`src/hdl/udsd_pkg.sv`:
```
// Shared types and codes for the diagnostic download server.
package udsd_pkg;

	localparam int IMAGE_BYTES_DEF = 131072;

	// service identifiers
	localparam logic [7:0] SID_SESSION  = 8'h10;
	localparam logic [7:0] SID_DOWNLOAD = 8'h34;
	localparam logic [7:0] SID_TRANSFER = 8'h36;
	localparam logic [7:0] SID_EXIT     = 8'h37;
	localparam logic [7:0] SID_NEGATIVE = 8'h7F;
	localparam logic [7:0] POS_OFFSET   = 8'h40;

	// negative response codes
	localparam logic [7:0] NRC_GENERAL  = 8'h10;
	localparam logic [7:0] NRC_NOT_SUPP = 8'h11;
	localparam logic [7:0] NRC_LENGTH   = 8'h13;
	localparam logic [7:0] NRC_COND     = 8'h22;
	localparam logic [7:0] NRC_RANGE    = 8'h31;
	localparam logic [7:0] NRC_SEQUENCE = 8'h73;

	// download reply fields
	localparam logic [7:0] LEN_FORMAT   = 8'h20;
	localparam logic [7:0] BLOCK_LEN    = 8'h00;

	// phase codes
	localparam logic [1:0] PH_IDLE      = 2'd0;
	localparam logic [1:0] PH_REQUESTED = 2'd1;
	localparam logic [1:0] PH_PROGRESS  = 2'd2;
	localparam logic [1:0] PH_COMPLETE  = 2'd3;

	// one response as handed from the engine to the output stage
	typedef struct packed {
		logic       valid;
		logic [1:0] count;
		logic [7:0] b0;
		logic [7:0] b1;
		logic [7:0] b2;
		logic       active;
		logic       complete;
	} resp_t;

endpackage

```
`src/hdl/udsd_engine.sv`:
```
// Request decoder and download state: judges each message on its final byte.
module udsd_engine #(
	parameter int IMAGE_BYTES = udsd_pkg::IMAGE_BYTES_DEF,
	parameter int AW = $clog2(IMAGE_BYTES)
) (
	input  logic             clk,
	input  logic             arst_n,
	input  logic             accept,
	input  logic [7:0]       data_byte,
	input  logic             end_of_message,
	output udsd_pkg::resp_t  resp,
	output logic             wr_en,
	output logic [AW-1:0]    wr_addr,
	output logic [7:0]       wr_data
);

	localparam int POS_CAP = IMAGE_BYTES * 2 + 16;
	localparam int PW = $clog2(POS_CAP + 1);
	localparam int LW = $clog2(IMAGE_BYTES + 1);
	localparam int SW = PW + 1;

	logic [PW-1:0] pos_q;
	logic [LW-1:0] br_q, il_q;
	logic [7:0]    svc_q, sec_q, fmt_q, exp_q;
	logic [63:0]   size_q;
	logic          prog_q, act_q, rr_q;
	logic [1:0]    phase_q;

	logic [PW-1:0] pos_d;
	logic [LW-1:0] br_d, il_d;
	logic [7:0]    svc_d, sec_d, fmt_d, exp_d;
	logic [63:0]   size_d;
	logic          prog_d, act_d, rr_d;
	logic [1:0]    phase_d;
	logic [3:0]    al, sl;
	logic [SW-1:0] p_w, len_w, q_w, a_w, sum_w;
	logic [1:0]    n_d;
	logic [7:0]    r0, r1, r2;

	always_comb begin
		p_w    = SW'(pos_q);
		len_w  = p_w + SW'(1);
		svc_d  = svc_q;
		sec_d  = sec_q;
		fmt_d  = fmt_q;
		size_d = size_q;
		br_d   = br_q;
		il_d   = il_q;
		exp_d  = exp_q;
		prog_d = prog_q;
		act_d  = act_q;
		rr_d   = rr_q;
		phase_d = phase_q;
		n_d    = 2'd0;
		r0     = 8'h00;
		r1     = 8'h00;
		r2     = 8'h00;
		wr_en  = 1'b0;

		// capture header bytes
		if (pos_q == '0) begin
			svc_d  = data_byte;
			sec_d  = 8'h00;
			fmt_d  = 8'h00;
			size_d = 64'd0;
		end else if (p_w == SW'(1)) begin
			sec_d = data_byte;
		end else if (p_w == SW'(2)) begin
			fmt_d = data_byte;
		end
		al = fmt_d[7:4];
		sl = fmt_d[3:0];

		// size field of request download; address bytes are skipped
		q_w = p_w - SW'(3);
		if (svc_d == udsd_pkg::SID_DOWNLOAD && p_w >= SW'(3)) begin
			if (q_w >= SW'(al) && (q_w - SW'(al)) < SW'(sl) && sl <= 4'd8)
				size_d = {size_q[55:0], data_byte};
		end

		// transfer data goes straight to the store
		a_w = SW'(br_q) + (p_w - SW'(2));
		wr_addr = a_w[AW-1:0];
		wr_data = data_byte;
		if (svc_d == udsd_pkg::SID_TRANSFER && p_w >= SW'(2) && act_q && rr_q &&
		    sec_d == exp_q && a_w < SW'(il_q) && a_w < SW'(IMAGE_BYTES))
			wr_en = accept;

		sum_w = SW'(br_q) + len_w - SW'(2);

		// message position and final judgment
		if (!end_of_message) begin
			pos_d = (len_w < SW'(POS_CAP)) ? len_w[PW-1:0] : PW'(POS_CAP);
		end else begin
			pos_d = '0;
			n_d = 2'd3;
			r0  = udsd_pkg::SID_NEGATIVE;
			r1  = svc_d;
			unique case (svc_d)
				udsd_pkg::SID_SESSION: begin
					if (len_w != SW'(2)) r2 = udsd_pkg::NRC_LENGTH;
					else if (sec_d != 8'd1 && sec_d != 8'd2) r2 = udsd_pkg::NRC_NOT_SUPP;
					else begin
						prog_d = (sec_d == 8'd2);
						n_d = 2'd2;
						r0  = svc_d + udsd_pkg::POS_OFFSET;
						r1  = sec_d;
					end
				end
				udsd_pkg::SID_DOWNLOAD: begin
					if (len_w < SW'(3)) r2 = udsd_pkg::NRC_LENGTH;
					else if (!prog_q) r2 = udsd_pkg::NRC_COND;
					else if (al == 4'd0 || sl == 4'd0) r2 = udsd_pkg::NRC_RANGE;
					else if (al > 4'd4 || sl > 4'd8) r2 = udsd_pkg::NRC_RANGE;
					else if (len_w != SW'(3) + SW'(al) + SW'(sl)) r2 = udsd_pkg::NRC_LENGTH;
					else if (size_d == 64'd0) r2 = udsd_pkg::NRC_RANGE;
					else if (size_d > 64'(IMAGE_BYTES)) begin
						rr_d = 1'b0;
						r2   = udsd_pkg::NRC_GENERAL;
					end else begin
						il_d    = size_d[LW-1:0];
						br_d    = '0;
						exp_d   = 8'd1;
						phase_d = udsd_pkg::PH_REQUESTED;
						act_d   = 1'b1;
						rr_d    = 1'b1;
						r0 = svc_d + udsd_pkg::POS_OFFSET;
						r1 = udsd_pkg::LEN_FORMAT;
						r2 = udsd_pkg::BLOCK_LEN;
					end
				end
				udsd_pkg::SID_TRANSFER: begin
					if (len_w < SW'(3)) r2 = udsd_pkg::NRC_LENGTH;
					else if (!act_q) r2 = udsd_pkg::NRC_COND;
					else if (!rr_q) r2 = udsd_pkg::NRC_GENERAL;
					else if (sec_d != exp_q) r2 = udsd_pkg::NRC_SEQUENCE;
					else if (sum_w > SW'(il_q)) r2 = udsd_pkg::NRC_RANGE;
					else begin
						br_d    = sum_w[LW-1:0];
						phase_d = udsd_pkg::PH_PROGRESS;
						exp_d   = exp_q + 8'd1;
						n_d = 2'd2;
						r0  = svc_d + udsd_pkg::POS_OFFSET;
						r1  = sec_d;
					end
				end
				udsd_pkg::SID_EXIT: begin
					if (!act_q || br_q != il_q || !rr_q) r2 = udsd_pkg::NRC_COND;
					else begin
						phase_d = udsd_pkg::PH_COMPLETE;
						act_d   = 1'b0;
						n_d = 2'd1;
						r0  = svc_d + udsd_pkg::POS_OFFSET;
					end
				end
				default: r2 = udsd_pkg::NRC_NOT_SUPP;
			endcase
		end

		// flags reflect the new state for a message word, the held state otherwise
		resp.valid    = end_of_message;
		resp.count    = n_d;
		resp.b0       = r0;
		resp.b1       = r1;
		resp.b2       = r2;
		resp.active   = accept ? act_d : act_q;
		resp.complete = accept ? (phase_d == udsd_pkg::PH_COMPLETE)
		                       : (phase_q == udsd_pkg::PH_COMPLETE);
	end

	// control state
	always_ff @(posedge clk or negedge arst_n) begin
		if (!arst_n) begin
			pos_q   <= '0;
			br_q    <= '0;
			il_q    <= '0;
			svc_q   <= 8'h00;
			sec_q   <= 8'h00;
			fmt_q   <= 8'h00;
			exp_q   <= 8'd1;
			prog_q  <= 1'b0;
			act_q   <= 1'b0;
			rr_q    <= 1'b0;
			phase_q <= udsd_pkg::PH_IDLE;
		end else if (accept) begin
			pos_q   <= pos_d;
			br_q    <= br_d;
			il_q    <= il_d;
			svc_q   <= svc_d;
			sec_q   <= sec_d;
			fmt_q   <= fmt_d;
			exp_q   <= exp_d;
			prog_q  <= prog_d;
			act_q   <= act_d;
			rr_q    <= rr_d;
			phase_q <= phase_d;
		end
	end

	// size accumulator, cleared by the first byte of each message
	always_ff @(posedge clk) begin
		if (accept) size_q <= size_d;
	end

endmodule
```
`config.mk`:
```
export PLATFORM = sky130hd
export DESIGN_NAME = udsd_engine
export DESIGN_NICKNAME = d
export VERILOG_FILES = /design/src/hdl/udsd_pkg.sv /design/src/hdl/udsd_engine.sv
export SDC_FILE = /design/constraint.sdc
export NUM_CORES = 1
export LEC_CHECK = 0
export CAP_MARGIN = 20
export CORE_ASPECT_RATIO = 0.5
export CORE_MARGIN = 10
export CORE_UTILIZATION = 55
export DETAILED_ROUTE_END_ITERATION = 16
export DONT_BUFFER_PORTS = 1
export GPL_TIMING_DRIVEN = 0
export MAX_ROUTING_LAYER = met4
export PLACE_DENSITY = 0.75
export SETUP_SLACK_MARGIN = 0.3
export SLEW_MARGIN = 25
export SYNTH_ARGS = -nofsm -noshare
export SYNTH_HDL_FRONTEND = slang
export SYNTH_SLANG_ARGS = --single-unit
```
`constraint.sdc`:
```
create_clock -name clk -period 7.1 [get_ports clk]
set_input_delay 0.355 -clock clk [delete_from_list [all_inputs] [get_ports clk]]
set_output_delay 0.355 -clock clk [all_outputs]
set_load 0.01 [all_outputs]
```
== Word-level counts from Yosys, hierarchy flattened ==
Cells that the tools add are included.

* Add/sub/neg operators: 11
* Magnitude comparators: 13
* Mux-type cells: 126
* Bitwise gates (word level): 8
* Reductions and logical operators: 25
* Equal/unequal tests: 28

{| class="wikitable"
|+ Operators with widths
! kind !! count
|-
| $mux W8 || 50
|-
| $mux W18 || 12
|-
| $mux W64 || 3
|-
| $gt A64 B18 Y1 const B || 1
|-
| $logic_not A64 Y1 || 1
|-
| $pmux W8 S4 || 2
|-
| $mux W6 || 8
|-
| $add A18 B20 Y20 || 2
|-
| $sub A19 B2 Y20 const B || 2
|-
| $ge A19 B2 Y1 const B || 2
|-
| $mux W19 || 2
|-
| $pmux W18 S2 || 1
|-
| $mux W2 || 16
|-
| $mux W7 || 4
|-
| $eq A8 B6 Y1 const B || 3
|-
| $ne A2 B2 Y1 const B || 12
|-
| $pmux W8 S3 || 1
|-
| $add A19 B1 Y20 const B || 1
|-
| $ge A20 B4 Y1 || 1
|-
| $gt A20 B18 Y1 || 1
|-
| $lt A20 B18 Y1 || 1
|-
| $lt A20 B18 Y1 const B || 1
|-
| $lt A20 B19 Y1 const B || 1
|-
| $lt A20 B2 Y1 const B || 1
|-
| 38 further kinds || 82
|}

* Register bits after elaboration: 156
* Logic and storage cells: 223
* Input bits: 12
* Output and inout bits: 55

== Depth between registers and ports, before layout ==
Gate-level depths: netlist of run 1.

* Depth in word-level cells: 22
* Gate-level depth with buffers: 31
* Mapped depth without buffers: 28

== Worst setup path before layout of run 1 ==
No wires, ideal clock.

* Path kind: register to output
* Start: reg pos_q[0]
* End: out resp[16] in the netlist's numbering
* Slack: 44 ps
* Buffers on the path: 2
* Data required time: 6745 ps
* Arrival time: 6701 ps
* Stages on the path, launching flop included: 31
* Cells stage by stage: dfrtp_1 -> buf_2 -> inv_1 -> ha_1 -> inv_1 -> ha_1 -> inv_1 -> ha_1 -> fa_1 -> a21oi_1 -> a2bb2oi_1 -> a211oi_1 -> o31ai_1 -> nand2_1 -> and2_1 -> o21a_1 -> o22ai_1 -> xnor2_1 -> ha_1 -> nand4_1 -> nor4b_1 -> nand2_1 -> a31o_2 -> a311o_1 -> nor4_2 -> nand2_1 -> nor3b_1 -> nor2_1 -> or4_1 -> clkbuf_1 -> o311a_1

{| class="wikitable"
|+ RTL lines
! what !! RTL line !! text
|-
| start: declaration || udsd_engine.sv:22 || <nowiki>logic [PW-1:0] pos_q;</nowiki>
|-
| start signal: assignment || udsd_engine.sv:186 || <nowiki>pos_q <= pos_d;</nowiki>
|-
| end: declaration || udsd_engine.sv:11 || <nowiki>output udsd_pkg::resp_t resp,</nowiki>
|}

==> summary.txt, run 1 <==
Timing
  – Final min period: 7.52 ns
  – Final setup vio count: 12
  – RSZ-0062 raised after global routing: yes
  – Peak Freq: approximately 0.13 GHz
  – Max_slew headroom: 35.0%
  – Post-route worst setup slack: -0.419 ns
  – Final Hold Violating Endpoints: 0
  – Worst-case clock skew: roughly 0.011 ns
  – Final period util: 106%
  – Count of pins over their slew limit: 0
  – Worst Tran Pin Value: 0.967 ns

Outcome
  – Failing checks: setup timing
  – Status: complete, but fails checks

Logic synthesis
  – Number of synthesized flops with an enable pin: 64
  – YS warnings: 0
  – Adder-Cell Fraction of Synth Area: 12.6%
  – Post-synth cell types: between 80 and 90
  – Post-synthesis mux area share: 4.87%
  – Largest cells by area after synthesis: dfrtp_1, edfxtp_1, ha_1
  – Compound-Gate Fraction of Synth Area: 17.7%
  – Post-synthesis cell count: between 1500 and 2000
  – Register area share after synthesis: between 30 and 40%
  – Synthesized cell area: between 10000 and 15000 um^2
  – Synth top area share: 16.7%
  – Main combinational cell family by area after synthesis: simple AND/OR/NAND/NOR gates
  – Top_reg_cell synth: dfrtp_1
  – XOR/XNOR share of the synthesized area: ~5.8%
  – Post-synthesis register bit count: approximately 160
  – Post-synth top area cell: dfrtp_1
  – Ys async rst share: roughly three fifths
  – Simple-gate share of the synthesized area: roughly 21%
  – Mapped Avg Cell Area: ~8.3 um^2

Layout
  – Final cell count without fillers: roughly 2100
  – Final non-filler cell area: 16300 um^2
  – Area growth from synthesis to layout: 19.7%
  – Area of the multi-input gates: 9190 um^2
  – Share of layout cells above drive strength 1: 19.2%
  – Register area: roughly 4200 um^2
  – # fillers: roughly 1900
  – Final #Nets: about 1900
  – Final core area utilization: ~67%

Place
  – Buffers on Ports: 0
  – Post-DP HPWL: roughly 35 mm
  – Placed cell area: ~14000 um^2
  – Place WS: -1.59 ns
  – Placed Cells: between 1500 and 2000
  – GP Congestion: ~1.0

Clocking
  – H-tree depth: 4
  – CTS tree: built
  – Worst-path clk slew: 0.07 ns
  – Latest clock arrival within the worst-skew pair: 0.46 ns
  – Clock sinks: around 160
  – Inserted Clock Buffers: 17
  – Root buffer cell: clkbuf_16
  – Max Buffers Root-to-Sink: 2

Worst setup path
  – Slowest cell on the critical path: dfrtp_2
  – Worst setup EP type: primary output
  – Largest fanout on the critical path: 10
  – Startpoint Class: flop
  – Most frequent cell on the critical path: ha_4
  – Arr. time, crit path: between 7 and 8 ns
  – Critical Path Max Stage Delay: approximately 0.45 ns
  – Critical setup path kind: flop to primary output
  – Crit path required time: slightly below 7 ns

Global routing
  – First-pass GRT wire length: 72.0 mm
  – Vias in the first global route: roughly 12000
  – Initial antenna violation count: 1
  – Largest net degree at the start of global routing: 93
  – GR Overflow Total: 0
  – Total track usage: between 20% and 30%

Pwr
  – Logic pwr share: 31.9%
  – Maximum vdd drop: 0.173 mV
  – Final total power: between 3 and 4 mW
  – Power Density: around 190 nW/um^2
  – Net Sw Power: 1.12 mW
  – P_int: a little under 2 mW
  – Sw frac: between 30% and 40%
  – Flop pwr share: between 30% and 40%
  – Static Leak: a little under 7 nW
  – Clock power frac: about 33%

Detailed routing
  – Vias per cell: roughly 6.4
  – Via Count: roughly 13000
  – Routed WL per cell: approximately 23 um
  – Initial DRT Pass Iterations: 6
  – Residual DRC count: 0
  – WL final: between 40 and 50 mm
  – Starting DRC count in detailed routing: roughly 1800
  – Remaining antenna violation count: 0

Die
  – Core Box Area: between 20000 and 25000 um^2
  – Starting Density: about 56%
  – Die Y-Extent: ~130 um
  – Count of standard-cell rows: 40
  – Die W: 243 um
  – I/O Pins: 67
  – Die area: 31800 um^2

Job
  – # Max-Cap Violations: 0

Worst hold path
  – Hold crit path type: primary input to flop
power by group through the flow:
stage	logic (mW)	registers, mW	clock network [mW]
after global routing	1.06	1.10	1.05
final	0.985	1.09	1.01
after floorplan	0.582	1.08	0
after detailed placement	0.783	1.11	0
after global placement	0.765	1.10	0
after CTS	0.903	1.09	1.01
final cells by class:
| cell class | count | area share [%] |
|---|---|---|
| Buffer | 89 | 3.26 |
| Clock inverter | 14 | 1.17 |
| Tap cell | 336 | 2.58 |
| Multi-Input combinational cell | 1232 | 56.4 |
| Clock buffer | 18 | 2.69 |
| Timing Repair Buffer | 83 | 4.12 |
| Antenna cell | 1 | 0.0154 |
| Inverter | 161 | 3.80 |
| Sequential cell | 156 | 26.0 |
metrics by stage:
| step | hold slack, ns | TNS, ns |
|---|---|---|
| floorplan | 0.0594 | 0 |
| finish | 0.0122 | -2.86 |
| global placement | 0.0625 | -84.82 |
| global route | 0.00262 | -4.91 |
| detailed placement | 0.0618 | -82.12 |
| CTS | 0.00728 | -2.89 |
flip-flops by register name (all words and copies together), names as in the netlist, 2 cells and up:
signal and count:
size_q 64, pos_q 19, phase_q 2, br_q 18
exp_q 8, sec_q 8, fmt_q 8, svc_q 8
il_q 18
kinds of logic after synthesis:
group | count (synthesis)
XOR/XNOR | 89
adder cells (fa/ha/maj) | 135
other | 1
buffers and inverters | 250
AND/OR/NAND/NOR | 569
multiplexers | 62
flip-flops | 156
AO/OA/AOI/OAI | 374
Yosys cell counts (all sizes together) (12+ instances only):
library cell / number
a21o: 18
a21oi: 78
a31oi: 12
buf: 31
clkbuf: 58
dfrtp: 91
edfxtp: 64
ha: 131
inv: 159
mux2: 34
mux2i: 28
nand2: 224
nand3: 41
nand4: 39
nor2: 95
nor2b: 15
nor3: 40
nor4: 38
o21a: 26
o21ai: 115
o22ai: 25
xnor2: 68
xor2: 21
worst paths after layout:
check	startpoint	to	slack (ns)	cells past startpoint
worst max-delay path	pos_q[1]	resp[16]	-0.42	31
worst min-delay path	accept	size_q[10]	0.01	0
worst max register to register	pos_q[1]	exp_q[7]	0.12	32
worst min register to register	fmt_q[0]	fmt_q[0]	0.50	2
max in group asynchronous	arst_n	fmt_q[1]	6.14	2
min in group asynchronous	arst_n	br_q[12]	0.50	2
per-layer routing:
metal	GRT usage (%)	routed length, um
met2	43.2	21000
met3	6.47	4990
met1	39.0	20200
met5	-	0
met4	10.4	1580
placed cells by master, fill, tap and decap left out, types with 8 or more instances in the layout:
master and instances:
a21o_1 18, a21oi_1 70, a31oi_1 12, and3_1 8, and4_1 8, buf_2 9
buf_4 93, buf_6 9, clkbuf_1 43, clkbuf_16 17, dfrtp_1 87, edfxtp_1 64
ha_1 115, ha_4 15, inv_1 146, inv_2 9, mux2_2 33, mux2i_1 26
nand2_1 218, nand3_1 36, nand3b_1 8, nand4_1 39, nor2_1 83, nor2b_1 14
nor3_1 28, nor4_1 29, o211ai_1 9, o21a_1 24, o21ai_0 111, o22ai_1 24
or3_1 9, xnor2_1 58, xnor2_2 8, xor2_1 21
critical path, delay by kind of cell, from the launching register on:
family                   cells  cell delay (ns)
AO/OA/AOI/OAI                8             1.84
XOR/XNOR                     2             0.33
adder cells (fa/ha/maj)      4             0.99
buffers and inverters        4             0.63
flip-flops                   1             0.45
AND/OR/NAND/NOR             13             2.45
timing repair:
action	in CTS	in global routing
setup endpoints to repair	131	104
hold endpoints to repair	92	0
resized for setup	133	84
hold buffers	2	0
setup buffers	57	24
pin swaps	52	47
Power figures use the tool's default switching activity.
==> run 2: changes to the inputs <==
--- a/config.mk
+++ b/config.mk
@@ -6,7 +6,6 @@
 export NUM_CORES = 1
 export LEC_CHECK = 0
 export CAP_MARGIN = 20
-export CORE_ASPECT_RATIO = 0.5
 export CORE_MARGIN = 10
 export CORE_UTILIZATION = 55
 export DETAILED_ROUTE_END_ITERATION = 16
==> summary.txt, run 2 (synthesis results as in run 1) <==
Worst setup path
  – R2r endpoint: br_q[9]
  – R2R depth: 31 (-3.1%)
  – Worst Setup SP: pos_q[0]
  – Most frequent cell on the critical path: buf_6
  – Worst setup EP type: primary output
  – Critical setup path kind: flop to primary output
  – Arr. time, crit path: 6.76 ns (-0.40 ns)
  – Startpoint Class: flop
  – Worst reg2reg path startpoint: pos_q[0]
  – CP delay by family, top: buffers and inverters
  – Crit path required time: 6.74 ns (about the same)
  – CP bufs+invs: 28 (+24)
  – Critical Path Max Stage Delay: 0.43 ns (-0.02 ns)
  – Reg2Reg Setup Slack: 0.50 ns (+0.38 ns)
  – Slowest cell on the critical path: dfrtp_2
  – Largest fanout on the critical path: 4 (-6)

Worst hold path
  – Hold Crit Start: accept
  – Hold EP: size_q[5]
  – Hold path depth: 0 (unchanged)
  – Hold crit path type: primary input to flop

Die
  – Die area: 31500 um^2 (-1.2%)
  – Starting Density: 56.0% (-0.34 points)
  – Die Y-Extent: 177 um (+35%)
  – Die W: 177 um (-27%)
  – Core Box Area: 24300 um^2 (+0.61%)
  – I/O Pins: 67 (unchanged)
  – Count of standard-cell rows: 57 (+43%)

Clocking
  – CTS tree: built
  – H-tree depth: 4 (unchanged)
  – Clock sinks: 156 (unchanged)
  – Max Buffers Root-to-Sink: 2 (unchanged)
  – Root buffer cell: clkbuf_16
  – Worst-path clk slew: 0.07 ns (about the same)
  – Inserted Clock Buffers: 17 (unchanged)
  – Latest clock arrival within the worst-skew pair: 0.45 ns (about the same)

Layout
  – Largest Register: size_q
  – Most frequent cells in the layout: nand2_1, inv_1, ha_1
  – Share of layout cells above drive strength 1: 20.1% (+0.88 points)
  – Area growth from synthesis to layout: 21.4%
  – # fillers: 1918 (+2.1%)
  – Final cell count without fillers: 2105 (+0.72%)
  – Final non-filler cell area: 16500 um^2 (+1.4%)
  – Area of the multi-input gates: 9200 um^2 (about the same)
  – Register area: 4230 um^2 (unchanged)
  – N_diodes: 0 (-1)
  – Most common cell after layout, fill and taps aside: nand2_1
  – Biggest registers after layout: size_q x64, pos_q x19
  – Number of flip-flops in the largest register: 64 (unchanged)
  – Final #Nets: 1915 (+1.5%)
  – Final core area utilization: 68.0% (+0.55 points)

Timing
  – Count of pins over their slew limit: 0 (unchanged)
  – Worst-case clock skew: 0.0205 ns (+0.00909 ns)
  – Final min period: 7.11 ns (-0.404 ns)
  – RSZ-0062 raised after global routing: yes
  – Final Hold Violating Endpoints: 0 (unchanged)
  – Max_slew headroom: 27.3% (-7.8 points)
  – Final period util: 100% (-5.7 points)
  – Peak Freq: 0.141 GHz (+5.7%)
  – Worst Tran Pin Value: 1.09 ns (+0.125 ns)
  – Final setup vio count: 1 (-11)
  – Post-route worst setup slack: -0.0150 ns (+0.404 ns)

Detailed routing
  – WL final: 46.3 mm (-3.0%)
  – Via Count: 13400 (-0.30%)
  – Vias per cell: 6.36 (-1.0%)
  – Initial DRT Pass Iterations: 7 (+1)
  – Remaining antenna violation count: 0 (unchanged)
  – Routed WL per cell: 22.0 um (-3.7%)
  – Residual DRC count: 0 (unchanged)
  – Starting DRC count in detailed routing: 1611 (-8.8%)

Place
  – Place WS: -1.12 ns (+0.466 ns)
  – Buffers on Ports: 0 (unchanged)
  – Placed Cells: 1962 (-0.61%)
  – Post-DP HPWL: 33.2 mm (-4.9%)
  – Placed cell area: 14100 um^2 (-0.15%)
  – GP Congestion: 0.975 (-4.4%)

Pwr
  – Maximum vdd drop: 0.133 mV (-23%)
  – Power Density: 185 nW/um^2 (-2.5%)
  – Static Leak: 7.06 nW (+1.6%)

Global routing
  – Largest net degree at the start of global routing: 93 (unchanged)
  – GR Overflow Total: 0 (unchanged)
  – Initial antenna violation count: 0 (-1)
  – Total track usage: 29.3% (about the same)
  – Vias in the first global route: 12600 (+1.2%)
  – First-pass GRT wire length: 70.7 mm (-1.9%)

Job
  – # Max-Cap Violations: 0 (unchanged)

Outcome
  – Status: complete, but fails checks
  – Failing checks: setup timing
run 2: cell count changes in the layout (fill, tap and decap cells not counted), moves of 3 or more:
| cell | delta |
|---|---|
| buf_6 | +21 |
| inv_6 | -6 |
| buf_4 | +5 |
| clkbuf_1 | +5 |
| clkbuf_2 | -5 |
| buf_8 | -4 |
| clkbuf_4 | +4 |
| inv_8 | +4 |
| nor2_1 | +3 |
| nor2_4 | -3 |
| xnor2_4 | +3 |
run 2: per-stage QoR:
stage	total power, mW	hold WS, ns	TNS, ns
2_1_floorplan	1.67	0.0594	0
3_3_place_gp	1.87	0.0630	-56.32
3_5_place_dp	1.88	0.0629	-53.75
4_1_cts	2.98	0.0261	-0.123
5_1_grt	3.18	0.0133	-0.713
6_report	3.05	0.0316	-0.0150
run 2: worst max path at each step:
stage                to  slack [ns]  depth (start not counted)
3_3_place_gp   resp[16]       -1.14                         29
3_5_place_dp   resp[16]       -1.12                         30
2_1_floorplan  resp[16]        0.31                         31
5_1_grt        resp[16]       -0.17                         30
6_report       resp[16]       -0.01                         44
4_1_cts        resp[16]       -0.07                         29
run 2: final cells by class:
type                            instances  area share, %
Sequential cell                       156           25.6
Inverter                              161           3.75
Clock buffer                           17           2.57
Timing Repair Buffer                  111           5.80
Clock inverter                         15           1.09
Buffer                                 89           3.11
Multi-Input combinational cell       1232           55.6
Tap cell                              324           2.45
run 2: routing by layer:
| metal | vias up | track usage (%) | share of wire [%] | wire, um |
|---|---|---|---|---|
| met5 | - | - | 0 | 0 |
| met4 | 0 | 12.5 | 4.6 | 2120 |
| met3 | 147 | 4.72 | 8.7 | 4020 |
| met2 | 704 | 46.2 | 46 | 21400 |
| met1 | 6418 | 36.8 | 41 | 18800 |
| li1 | 6113 | - | - | - |
run 2: what timing repair did:
action / in CTS / in global routing
endpoints found under the setup margin: 131 / 91
resized for setup: 177 / 39
hold buffers: 2 / 0
pin swaps: 61 / 33
buffers inserted: 91 / 18
hold endpoints to repair: 92 / 0
run 2: where the power goes:
| part | switching, mW | total [mW] | leakage (nW) | internal, mW |
|---|---|---|---|---|
| logic | 0.590 | 1.02 | 4.98 | 0.430 |
| registers | 0.0635 | 1.09 | 1.79 | 1.03 |
| clock network | 0.465 | 0.944 | 0.294 | 0.479 |
| total | 1.12 | 3.05 | 7.06 | 1.94 |
==> run 3: changes to the inputs <==
--- a/config.mk
+++ b/config.mk
@@ -11,9 +11,7 @@
 export DETAILED_ROUTE_END_ITERATION = 16
 export DONT_BUFFER_PORTS = 1
 export GPL_TIMING_DRIVEN = 0
-export MAX_ROUTING_LAYER = met4
 export PLACE_DENSITY = 0.75
-export SETUP_SLACK_MARGIN = 0.3
 export SLEW_MARGIN = 25
 export SYNTH_ARGS = -nofsm -noshare
 export SYNTH_HDL_FRONTEND = slang
==> summary.txt, run 3 (synthesis results as in run 1) <==
Detailed routing
  – Initial DRT Pass Iterations: 7 (unchanged)
  – Vias per cell: 6.41 (+0.79%)
  – Residual DRC count: 0 (unchanged)
  – Starting DRC count in detailed routing: 1571 (-2.5%)
  – WL final: 45.5 mm (-1.7%)
  – Via Count: 13300 (-0.31%)
  – Remaining antenna violation count: 0 (unchanged)
  – Routed WL per cell: 21.9 um (-0.66%)

Clocking
  – Root buffer cell: clkbuf_16
  – Clock sinks: 156 (unchanged)
  – Max Buffers Root-to-Sink: 2 (unchanged)
  – H-tree depth: 4 (unchanged)
  – CTS tree: built
  – Worst-path clk slew: 0.08 ns (about the same)
  – Latest clock arrival within the worst-skew pair: 0.44 ns (about the same)
  – Inserted Clock Buffers: 17 (unchanged)

Outcome
  – Status: complete, but fails checks
  – Failing checks: setup timing

Global routing
  – Total track usage: 27.9% (-1.4 points)
  – Vias in the first global route: 12500 (-0.48%)
  – Largest net degree at the start of global routing: 93 (unchanged)
  – Initial antenna violation count: 0 (unchanged)
  – First-pass GRT wire length: 69.3 mm (-1.9%)
  – GR Overflow Total: 0 (unchanged)

Timing
  – Final setup vio count: 7 (+6)
  – RSZ-0062 raised after global routing: yes
  – Max_slew headroom: 35.1% (+7.9 points)
  – Final TNS setup: -0.907 ns (-0.892 ns)
  – Final Hold Violating Endpoints: 0 (unchanged)
  – Final period util: 103% (+2.5 points)
  – Worst-case clock skew: 0.0192 ns (-0.00125 ns)
  – Count of pins over their slew limit: 0 (unchanged)
  – Worst Tran Pin Value: 0.964 ns (-0.127 ns)
  – Peak Freq: 0.137 GHz (-2.4%)
  – Tightest hold margin: 0.0326 ns (+0.000959 ns)
  – Post-route worst setup slack: -0.189 ns (-0.174 ns)
  – Final min period: 7.29 ns (+0.174 ns)

Worst setup path
  – Worst path depth: 29 (-34%)
  – Most frequent cell on the critical path: ha_4
  – Largest fanout on the critical path: 4 (unchanged)
  – Slowest cell on the critical path: or4_4
  – Startpoint Class: flop
  – Critical setup path kind: flop to primary output
  – Crit path required time: 6.74 ns (about the same)
  – CP bufs+invs: 4 (-86%)
  – R2R depth: 31 (unchanged)
  – CP delay by family, top: compound AO/OA/AOI/OAI gates
  – Worst setup EP type: primary output
  – Arr. time, crit path: 6.93 ns (+0.17 ns)
  – Critical Path Max Stage Delay: 0.58 ns (+0.15 ns)
  – Reg2Reg Setup Slack: 0.22 ns (-0.28 ns)

Layout
  – Biggest registers after layout: size_q x64, pos_q x19
  – Most frequent cells in the layout: nand2_1, inv_1, ha_1
  – Share of layout cells above drive strength 1: 17.9% (-2.2 points)
  – Largest Register: size_q
  – Final #Nets: 1892 (-1.2%)
  – # fillers: 1921 (+0.16%)
  – Area growth from synthesis to layout: 18.2%
  – Number of flip-flops in the largest register: 64 (unchanged)
  – Final cell count without fillers: 2082 (-1.1%)
  – Most common cell after layout, fill and taps aside: nand2_1
  – N_diodes: 0 (unchanged)

Place
  – Post-DP HPWL: 32.8 mm (-1.0%)
  – Buffers on Ports: 0 (unchanged)
  – GP Congestion: 0.974 (-0.11%)
  – Placed Cells: 1962 (unchanged)

Pwr
  – Power Density: 187 nW/um^2 (+1.1%)
  – Static Leak: 6.86 nW (-2.8%)
  – P_int: 1.90 mW (-1.7%)
  – Maximum vdd drop: 0.115 mV (-14%)
  – Flop pwr share: 36.2% (+0.5 points)
  – Clock power frac: 32.1% (+1.2 points)
  – Net Sw Power: 1.10 mW (-1.2%)
  – Logic pwr share: 31.6% (-1.8 points)
  – Sw frac: 36.7% (+0.10 points)

Worst hold path
  – Hold crit path type: primary input to flop
  – Hold path depth: 0 (unchanged)

Die
  – Core Box Area: 24300 um^2 (unchanged)
  – Count of standard-cell rows: 57 (unchanged)
  – Starting Density: 56.0% (unchanged)
  – Die W: 177 um (unchanged)
  – Die Y-Extent: 177 um (unchanged)
  – Die area: 31500 um^2 (unchanged)
  – I/O Pins: 67 (unchanged)

Job
  – # Max-Cap Violations: 0 (unchanged)
## run 3: cell count changes in the layout (fill, tap and decap cells not counted), sizes merged
cell / change
buf: -18
clkinvlp: -1
clkbuf: -5
inv: +1
## run 3: cell type report
type | count | area [um^2] | area share, %
Timing Repair Buffer | 90 | 698 | 4.34
Multi-Input combinational cell | 1232 | 9050 | 56.3
Inverter | 161 | 619 | 3.85
Clock buffer | 17 | 425 | 2.64
Tap cell | 324 | 405 | 2.52
Clock inverter | 15 | 196 | 1.22
Sequential cell | 156 | 4230 | 26.3
Buffer | 87 | 465 | 2.89
## run 3: final timing paths
path	start	to
max	pos_q[1]	resp[16]
min in group asynchronous	arst_n	svc_q[7]
max reg2reg	pos_q[1]	br_q[16]
min reg2reg	phase_q[1]	phase_q[1]
max in group asynchronous	arst_n	pos_q[1]
min	accept	size_q[0]
## run 3: repair_timing
item | in CTS | in global routing
cloned | 0 | 0
setup buffers | 70 | 20
hold buffers | 2 | 0
pin swaps | 47 | 40
endpoints found under the setup margin | 129 | 85
hold endpoints to repair | 92 | 0
resized for setup | 115 | 41
## run 3: routing by layer
layer  vias to the layer above  track usage, %  wire, um
met5                         -               0         0
met2                       747            44.2     20700
li1                       6072               -         -
met3                       154            4.76      4040
met1                      6367            36.1     18600
met4                         0            14.2      2200
## run 3: stage by stage
stage          setup WS [ns]  power, mW  instance area (um^2)  util, %
2_1_floorplan         0.0439       1.66                 13600        -
3_3_place_gp           -1.54       1.86                 14000     57.7
3_5_place_dp           -1.51       1.88                 14000     57.7
4_1_cts              -0.0552       2.94                 15700     64.8
5_1_grt               -0.407       3.14                 16100     66.2
6_report              -0.189       3.01                 16100     66.2
## run 3: power by group through the flow
stage / Clock [mW] / Sequential [mW] / Combinational [mW]
6_report: 0.967 / 1.09 / 0.951
2_1_floorplan: 0 / 1.08 / 0.580
3_3_place_gp: 0 / 1.10 / 0.757
5_1_grt: 1.01 / 1.10 / 1.04
3_5_place_dp: 0 / 1.11 / 0.770
4_1_cts: 0.963 / 1.09 / 0.894
